**src/hw/rtl/spq_pkg.sv**
```systemverilog
// Shared types and codes for the stable priority queue.
// Used by spq_cell and stable_priority_queue; depends on nothing else.
package spq_pkg;

    localparam int CAPACITY_DEF = 16;

    localparam int REQ_W    = 2;
    localparam int STATUS_W = 2;
    localparam int VALUE_W  = 32;
    localparam int PRIO_W   = 16;

    localparam logic [REQ_W-1:0] REQ_INSERT  = 2'd0;
    localparam logic [REQ_W-1:0] REQ_DEQUEUE = 2'd1;
    localparam logic [REQ_W-1:0] REQ_DUMP    = 2'd2;

    localparam logic [STATUS_W-1:0] STATUS_OK    = 2'd0;
    localparam logic [STATUS_W-1:0] STATUS_EMPTY = 2'd1;
    localparam logic [STATUS_W-1:0] STATUS_FULL  = 2'd2;

    // One stored entry.
    typedef struct packed {
        logic signed [VALUE_W-1:0] value;
        logic signed [PRIO_W-1:0]  prio;
    } t_entry;

    // Operation broadcast to every cell of the chain.
    typedef struct packed {
        logic ins;
        logic deq;
    } t_cell_ctl;

    typedef enum logic {
        S_IDLE,
        S_DUMP
    } t_state;

endpackage

```
**src/hw/rtl/spq_cell.sv**
```systemverilog
// One slot of the sorted chain: holds an entry and moves it to the right on
// insert or to the left on dequeue. Depends on spq_pkg.
module spq_cell (
    input  logic               i_clk,
    input  spq_pkg::t_cell_ctl i_ctl,
    input  logic               i_occ,
    input  spq_pkg::t_entry    i_new,
    input  logic               i_left_ge,
    input  spq_pkg::t_entry    i_left_q,
    input  spq_pkg::t_entry    i_right_q,
    output logic               o_ge,
    output spq_pkg::t_entry    o_q
);

    spq_pkg::t_entry r_q;
    spq_pkg::t_entry n_q;

    // The entry stays in place when it is ahead of the new one.
    assign o_ge = i_occ && (r_q.prio <= i_new.prio);
    assign o_q  = r_q;

    always_comb begin
        n_q = r_q;
        if (i_ctl.ins) begin
            if (!o_ge) begin
                n_q = i_left_ge ? i_new : i_left_q;
            end
        end else if (i_ctl.deq) begin
            n_q = i_right_q;
        end
    end

    always_ff @(posedge i_clk) begin
        r_q <= n_q;
    end

endmodule

```
**src/hw/rtl/stable_priority_queue.sv**
```systemverilog
// Top level of the stable priority queue: a chain of spq_cell slots, the
// entry count, the dump sequencer and the output register.
// Depends on spq_pkg and spq_cell.
//
// Usage: one request word enters on the input channel (i_in_valid,
// o_in_stall) and each result word leaves on the output channel
// (o_out_valid, i_out_stall). A word moves when valid is high and stall is
// low. Entries are kept sorted by ascending signed priority in a chain of
// CAPACITY cells; equal priorities keep their arrival order.
// Insert and dequeue: every cell compares its priority with the new one in
// parallel and either holds, takes the new entry or takes its neighbor's
// entry. Their result appears in the output register on the cycle after the
// request is accepted, and a new request is taken every cycle as long as the
// receiver does not stall.
// A dump of n entries emits n words from head to tail, one per cycle while
// the receiver does not stall, with o_last on the tail; the input is
// stalled until the tail word is loaded.
// A dump or dequeue of an empty queue gives one empty word.
// Request code 3 is taken and ignored.
// Reset empties the queue and clears the output valid; cell contents are
// not cleared. When the receiver stalls, the pending word holds and the
// input channel stalls until the word is taken.
module stable_priority_queue #(
    parameter int CAPACITY = spq_pkg::CAPACITY_DEF
) (
    input  logic                                i_clk,
    input  logic                                i_rst_n,
    input  logic                                i_in_valid,
    output logic                                o_in_stall,
    input  logic [spq_pkg::REQ_W-1:0]           i_req_type,
    input  logic signed [spq_pkg::VALUE_W-1:0]  i_item_value,
    input  logic signed [spq_pkg::PRIO_W-1:0]   i_item_priority,
    output logic                                o_out_valid,
    input  logic                                i_out_stall,
    output logic [spq_pkg::STATUS_W-1:0]        o_status,
    output logic signed [spq_pkg::VALUE_W-1:0]  o_out_value,
    output logic signed [spq_pkg::PRIO_W-1:0]   o_out_priority,
    output logic                                o_last
);

    localparam int CNT_W = $clog2(CAPACITY + 1);
    localparam int IDX_W = $clog2(CAPACITY);

    // Queue state.
    logic [CNT_W-1:0]  r_count;
    logic [CNT_W-1:0]  n_count;
    spq_pkg::t_state   r_state;
    spq_pkg::t_state   n_state;
    logic [IDX_W-1:0]  r_dump_idx;
    logic [IDX_W-1:0]  n_dump_idx;

    // Output register.
    logic                          r_out_valid;
    logic [spq_pkg::STATUS_W-1:0]  r_status;
    spq_pkg::t_entry               r_out_entry;
    logic                          r_last;

    // Result to load into the output register this cycle.
    logic                          w_load;
    logic [spq_pkg::STATUS_W-1:0]  w_status;
    spq_pkg::t_entry               w_entry;
    logic                          w_last;

    logic                w_in_accept;
    logic                w_out_free;
    logic                w_full;
    logic                w_empty;
    spq_pkg::t_cell_ctl  w_ctl;
    spq_pkg::t_entry     w_new;

    // Chain wiring.
    spq_pkg::t_entry  w_cell_q  [CAPACITY];
    logic             w_cell_ge [CAPACITY];
    logic             w_occ     [CAPACITY];

    assign w_out_free  = !r_out_valid || !i_out_stall;
    assign o_in_stall  = (r_state != spq_pkg::S_IDLE) || !w_out_free;
    assign w_in_accept = i_in_valid && !o_in_stall;
    assign w_full      = (r_count == CNT_W'(CAPACITY));
    assign w_empty     = (r_count == '0);

    assign w_new.value = i_item_value;
    assign w_new.prio  = i_item_priority;

    // Each cell sees its left neighbor's compare result and entry; the head
    // cell always counts as the insert point when its own entry is behind.
    // The tail cell takes its own entry on dequeue, which is never read.
    generate
        for (genvar g = 0; g < CAPACITY; g++) begin : g_cell
            assign w_occ[g] = (CNT_W'(g) < r_count);

            spq_cell u_cell (
                .i_clk     (i_clk),
                .i_ctl     (w_ctl),
                .i_occ     (w_occ[g]),
                .i_new     (w_new),
                .i_left_ge ((g == 0) ? 1'b1 : w_cell_ge[(g == 0) ? 0 : g - 1]),
                .i_left_q  (w_cell_q[(g == 0) ? 0 : g - 1]),
                .i_right_q (w_cell_q[(g == CAPACITY - 1) ? g : g + 1]),
                .o_ge      (w_cell_ge[g]),
                .o_q       (w_cell_q[g])
            );
        end
    endgenerate

    // Request decode and dump sequencer.
    always_comb begin
        n_state    = r_state;
        n_dump_idx = r_dump_idx;
        n_count    = r_count;
        w_ctl      = '0;
        w_load     = 1'b0;
        w_status   = spq_pkg::STATUS_OK;
        w_entry    = '0;
        w_last     = 1'b1;

        case (r_state)
            spq_pkg::S_IDLE: begin
                if (w_in_accept) begin
                    case (i_req_type)
                        spq_pkg::REQ_INSERT: begin
                            w_load = 1'b1;
                            if (w_full) begin
                                w_status = spq_pkg::STATUS_FULL;
                            end else begin
                                w_ctl.ins = 1'b1;
                                n_count   = r_count + CNT_W'(1);
                            end
                        end
                        spq_pkg::REQ_DEQUEUE: begin
                            w_load = 1'b1;
                            if (w_empty) begin
                                w_status = spq_pkg::STATUS_EMPTY;
                            end else begin
                                w_entry   = w_cell_q[0];
                                w_ctl.deq = 1'b1;
                                n_count   = r_count - CNT_W'(1);
                            end
                        end
                        spq_pkg::REQ_DUMP: begin
                            if (w_empty) begin
                                w_load   = 1'b1;
                                w_status = spq_pkg::STATUS_EMPTY;
                            end else begin
                                n_state    = spq_pkg::S_DUMP;
                                n_dump_idx = '0;
                            end
                        end
                        default: begin
                        end
                    endcase
                end
            end
            spq_pkg::S_DUMP: begin
                if (w_out_free) begin
                    w_load  = 1'b1;
                    w_entry = w_cell_q[r_dump_idx];
                    w_last  = ((CNT_W'(r_dump_idx) + CNT_W'(1)) == r_count);
                    if (w_last) begin
                        n_state = spq_pkg::S_IDLE;
                    end else begin
                        n_dump_idx = r_dump_idx + IDX_W'(1);
                    end
                end
            end
            default: begin
                n_state = spq_pkg::S_IDLE;
            end
        endcase
    end

    always_ff @(posedge i_clk) begin
        if (!i_rst_n) begin
            r_state     <= spq_pkg::S_IDLE;
            r_count     <= '0;
            r_dump_idx  <= '0;
            r_out_valid <= 1'b0;
        end else begin
            r_state    <= n_state;
            r_count    <= n_count;
            r_dump_idx <= n_dump_idx;
            if (w_load) begin
                r_out_valid <= 1'b1;
            end else if (!i_out_stall) begin
                r_out_valid <= 1'b0;
            end
        end
    end

    // The result payload needs no reset; it is qualified by r_out_valid.
    always_ff @(posedge i_clk) begin
        if (w_load) begin
            r_status    <= w_status;
            r_out_entry <= w_entry;
            r_last      <= w_last;
        end
    end

    assign o_out_valid    = r_out_valid;
    assign o_status       = r_status;
    assign o_out_value    = r_out_entry.value;
    assign o_out_priority = r_out_entry.prio;
    assign o_last         = r_last;

endmodule

```
**config.mk**
```make
export PLATFORM = sky130hd
export DESIGN_NAME = stable_priority_queue
export DESIGN_NICKNAME = d
export VERILOG_FILES = /design/src/hw/rtl/spq_pkg.sv /design/src/hw/rtl/spq_cell.sv /design/src/hw/rtl/stable_priority_queue.sv
export SDC_FILE = /design/constraint.sdc
export NUM_CORES = 2
export LEC_CHECK = 0
export BUFFER_PORTS_ARGS = -buffer_cell sky130_fd_sc_hd__buf_2
export CAP_MARGIN = 10
export CORE_AREA = 2 2 246 370
export DETAILED_ROUTE_END_ITERATION = 12
export DIE_AREA = 0 0 248 372
export PLACE_DENSITY_LB_ADDON = 0.05
export RECOVER_POWER = 25
export SLEW_MARGIN = 0
export SYNTH_ARGS = -nofsm -noshare
export SYNTH_HDL_FRONTEND = slang
export SYNTH_SLANG_ARGS = --single-unit
```
**constraint.sdc**
```tcl
create_clock -name i_clk -period 13.2 [get_ports i_clk]
set_input_delay 1.98 -clock i_clk [delete_from_list [all_inputs] [get_ports i_clk]]
set_output_delay 1.98 -clock i_clk [all_outputs]
set_load 0.05 [all_outputs]
```
# Word-level counts from Yosys, hierarchy flattened
# Cells that the tools add are included.
# op_classes
add_sub_neg	4
n_lt_le_gt_ge	33
n_eq_ne	27
mux	98
n_bitwise	4
reduce_logical	49
# op_table
cell	n
$mux 48	66
$le 16x16->1	16
$bmux 48 s4	1
$pmux 48 s2	1
$lt 4x5->1 const A	8
$ne 2x2->1 const B	20
$reduce_and 2->1	17
$lt 3x5->1 const A	4
$mux 4	5
$logic_and 1x1->1	17
$mux 1	14
$lt 1x5->1 const A	2
$lt 2x5->1 const A	2
$mux 5	2
$pmux 5 s2	1
$reduce_and 5->1	2
$pmux 4 s2	1
$mux 2	3
$ne 2x1->1 const B	3
$pmux 1 s2	3
$reduce_or 2->1	3
$add 4x1->5 const B	1
$add 5x1->5 const B	1
$eq 5x5->1	1
14 further kinds	21
# totals
regBits	830
inputBits	54
out_inout_bits	53
wordCells	255

# Longest topological paths before layout
# depth
depth_word	10
mapped_depth	13
ltp_nobuf	10

# By module
# A second synthesis with hierarchy kept.
# hier_totals
cells_unflattened	5100
area_unflattened_um2	54984.0
# modules_own_cells
mod	n_inst	cells_each	area_per_inst_um2	seq_area_each_um2
spq_cell (g_cell[0].u_cell ...)	11	277	2892.8	1441.4
spq_cell (g_cell[5].u_cell ...)	5	271	2855.2	1441.4
stable_priority_queue	1	698	8887.3	1751.7

# Worst setup path before layout
# No wires, ideal clock.
# synth_timing
path_kind	input-to-reg
from	in i_item_priority[13] in the netlist's numbering
to	reg g_cell[9].u_cell.r_q, in the netlist g_cell[9].u_cell.o_q[0] (enable)
setup_time_ns	0.520
arrival_ns	7.182
required_ns	12.680
slack_ns	5.498
path_stages	11
n_path_buf	3
path_cell_list	clkbuf_8 > inv_1 > ha_1 > nand4_1 > or2_2 > o22ai_1 > nand3b_1 > a21oi_1 > buf_2 > buf_4 > o21ai_0
# synth_between
elab_chain_cells	4
# synth_lines
element	line	source
start, declared	stable_priority_queue.sv:32	input logic signed [spq_pkg::PRIO_W-1:0] i_item_priority,
$le 16x16->1	spq_cell.sv:19	assign o_ge = i_occ && (r_q.prio <= i_new.prio);
$logic_and 1x1->1	spq_cell.sv:19	
$ne 2x2->1 (no line)	n/a	
$reduce_and 2->1 (no line)	n/a	
end signal, assigned	spq_cell.sv:34	r_q <= n_q;
end, declared	spq_cell.sv:15	spq_pkg::t_entry r_q;
# Every way passes these cells.
# A chain may end at the register's enable or synchronous reset.

==> metrics <==
outcome=finished with violations; failing checks=max-capacitance violations, max-slew violations; area post-placement=53700 µm²; vias=39.5k; cell row count=135; Clock Sinks=830; Pins Over Slew Limit=1454; register area share after synthesis=46.8%; htree depth=3; die height=372 µm; Fin Setup TNS=0 ns; Leak=roughly 0.022 µW; VDD IR max=0.109 mV; min-delay worst type=reg2reg; cells after synthesis=4498; Synth warnings=0; pin count of the biggest net entering global routing=roughly 240; DRC viols=0; CP Data Required Time=13.62 ns; first-pass GRT wire length=around 260000 µm; Core Util, Final=about 63%; Startpoint Class=flop; Synth Cell Area=53000 µm²; die area=just over 90000 µm²; post-synth top area share=a little under half; CP endpoint kind=flop; Clk Tree Root Cell=clkbuf_16; vias per cell=7.04; Initial Util=between 50% and 60%; filler cell count=around 7.3k; CTS Buf Count=just over 80; antenna-violating nets left=0; Mapped Avg Cell Area=11.8 µm²; RePlAce Congestion=between 1 and 1.5; Most used DFF post-synth=edfxtp_1; Cell Pwr Density=approximately 120 nW/µm²; crit share post-route=73.8%; Worst-path clk slew=0.06 ns; Yosys reg bits=830; vias in the first global route=about 38k; max_cap viols=28; critical path arrival=a little over 10 ns; CTS Hold Bufs=0; share of cells above drive strength 1=a little over a tenth; initial drt markers=between 4k and 5k; minimum period implied by the final worst setup slack=a little under 10 ns; Setup Viol. Count Final=0; Syn-to-layout area delta=5.51%; Port Buffer Count=~110; postcts setup bufs=0; initial antenna violation count=15; core area=between 80000 and 90000 µm²; Boundary Pins=107; drt wl/cell=around 32 µm; Post-synth EDFFs=around 800; nets=roughly 4.7k; CTS tree=built; Die Wd=about 250 µm; Total GRT Usage=between 30% and 40%; CP Class=reg2reg; clk_lat worst skew=just under 0.7 ns; synth top area cells=edfxtp_1 46%, mux2i_1 12%, mux4_2 10%; unrepaired setup endpoints after global routing=false; cell taking the most area after synthesis=edfxtp_1; Post-CTS Resized=0; Least-Margin Pin Slew=about 5.0 ns; GRT Residual Overflow=0; syn_nets=slightly below 5k; Post-synth ARST share=0%; Routed WL=roughly 180000 µm; Highest Clock Rate=between 100 and 150 MHz; Slew HR=-235%; router iterations before antenna repair=6; final instance area=55900 µm²; critical path peak fanout=55; Distinct cells, synth=67; clock tree buffer depth=3; clk_skew=about 0.027 ns; Final HPWL DP=109000 µm; Fin. Hold Viols=0
-- power breakdown --
| part | internal (µW) | total [µW] | leakage (µW) | switching [µW] |
|---|---|---|---|---|
| sequential | 3120 | 3260 | 0.00765 | 144 |
| combinational | 375 | 1090 | 0.0127 | 715 |
| clock | 1260 | 2370 | 0.00127 | 1100 |
| total | 4760 | 6720 | 0.0216 | 1960 |
-- critical path: stages, from the launching register on --
cell and delay [ns]:
dfxtp_1 2.00, clkbuf_1 3.00, clkbuf_1 2.79, mux4_2 0.80
mux4_2 0.50, a32o_1 0.32
-- per-stage QoR --
stage | total power [µW] | setup WS, ns | std cells | hold WS (ns)
after detailed placement | 4370 | 6.17 | 5461 | 0.546
after global placement | 4350 | 6.21 | 5461 | 0.534
after CTS | 6700 | 6.87 | 5610 | 0.560
after global routing | 6910 | 3.35 | 5611 | 0.578
final | 6720 | 3.46 | 5618 | 0.561
after floorplan | 3980 | 5.50 | 4498 | 0.523
-- registers in the layout, summed over array words and instances (netlist names) --
| signal | flops |
|---|---|
| o_out_value | 32 |
| o_out_valid | 1 |
| r_state | 1 |
| r_dump_idx | 4 |
| g_cell.u_cell.o_q | 768 |
| o_out_priority | 16 |
| o_last | 1 |
| o_status | 2 |
| r_count | 5 |
-- Yosys cell counts, types with 11 or more instances --
master,number
o21ai_1,234
o211ai_1,35
a21o_1,65
clkbuf_8,31
mux2i_1,639
buf_2,116
buf_6,25
a21oi_1,444
ha_1,264
o21a_1,26
inv_1,47
nor3_1,18
edfxtp_1,819
nor2_1,412
nand4_1,39
mux4_2,240
mux2_1,48
o21ai_0,87
nand3_1,58
nor2b_1,18
buf_4,17
clkbuf_1,165
nand2_1,448
nand2b_1,14
a32o_1,48
dfxtp_1,11
-- placed cells by master (no fill, tap or decap), types with 39 or more instances in the layout --
cell type    n
edfxtp_1   819
mux2i_1    639
a21oi_1    443
nand2_1    443
nor2_1     412
ha_1       264
mux4_2     240
o21ai_1    197
o21ai_0    117
clkbuf_16   83
clkbuf_1    82
a21o_1      65
nand3_1     58
buf_2       51
mux2_1      49
a32o_1      48
buf_4       48
inv_1       47
nand4_1     39
-- logic make-up (layout without fill, tap and decap cells) --
family	count (synthesis)	count (layout)	synth area share (%)
simple gates	1057	1057	8.31
compound gates	991	991	10.7
mux	930	930	23.3
flops	830	830	46.8
buf+inv	418	366	4.48
fa+ha+maj	264	264	6.23
xor+xnor	8	8	0.132
other cells	0	8	0
-- final cells by class --
cell class              instances  area, µm²  area share, %
inverters                      47        176          0.315
flip-flops and latches        830      24800           44.4
diodes                          8       20.0         0.0358
repair buffers                170        900           1.61
well taps                    1164       1460           2.60
clock buffers                  97       2140           3.82
clock inverters                52        417          0.745
multi-input cells            3250      26000           46.5
-- per-layer routing --
layer / vias up / part of all wire (%) / GRT usage, %
met5: - / 0.031 / 0
met4: 8 / 8.0 / 26.8
met3: 663 / 9.0 / 7.02
met2: 2244 / 47 / 63.7
met1: 19700 / 36 / 49.6
li1: 16900 / - / -
-- path summary, 6_finish.rpt --
kind	from	to	slack, ns	cells past startpoint
worst max-delay path	r_dump_idx[1]	o_out_priority[0]	3.46	5
worst min-delay path	g_cell[15].u_cell.o_q[19]	g_cell[14].u_cell.o_q[19]	0.56	2
worst max register to register	r_dump_idx[1]	o_out_priority[0]	3.46	5
worst min register to register	g_cell[15].u_cell.o_q[19]	g_cell[14].u_cell.o_q[19]	0.56	2
Note: power is estimated with default switching activity, not from simulation.
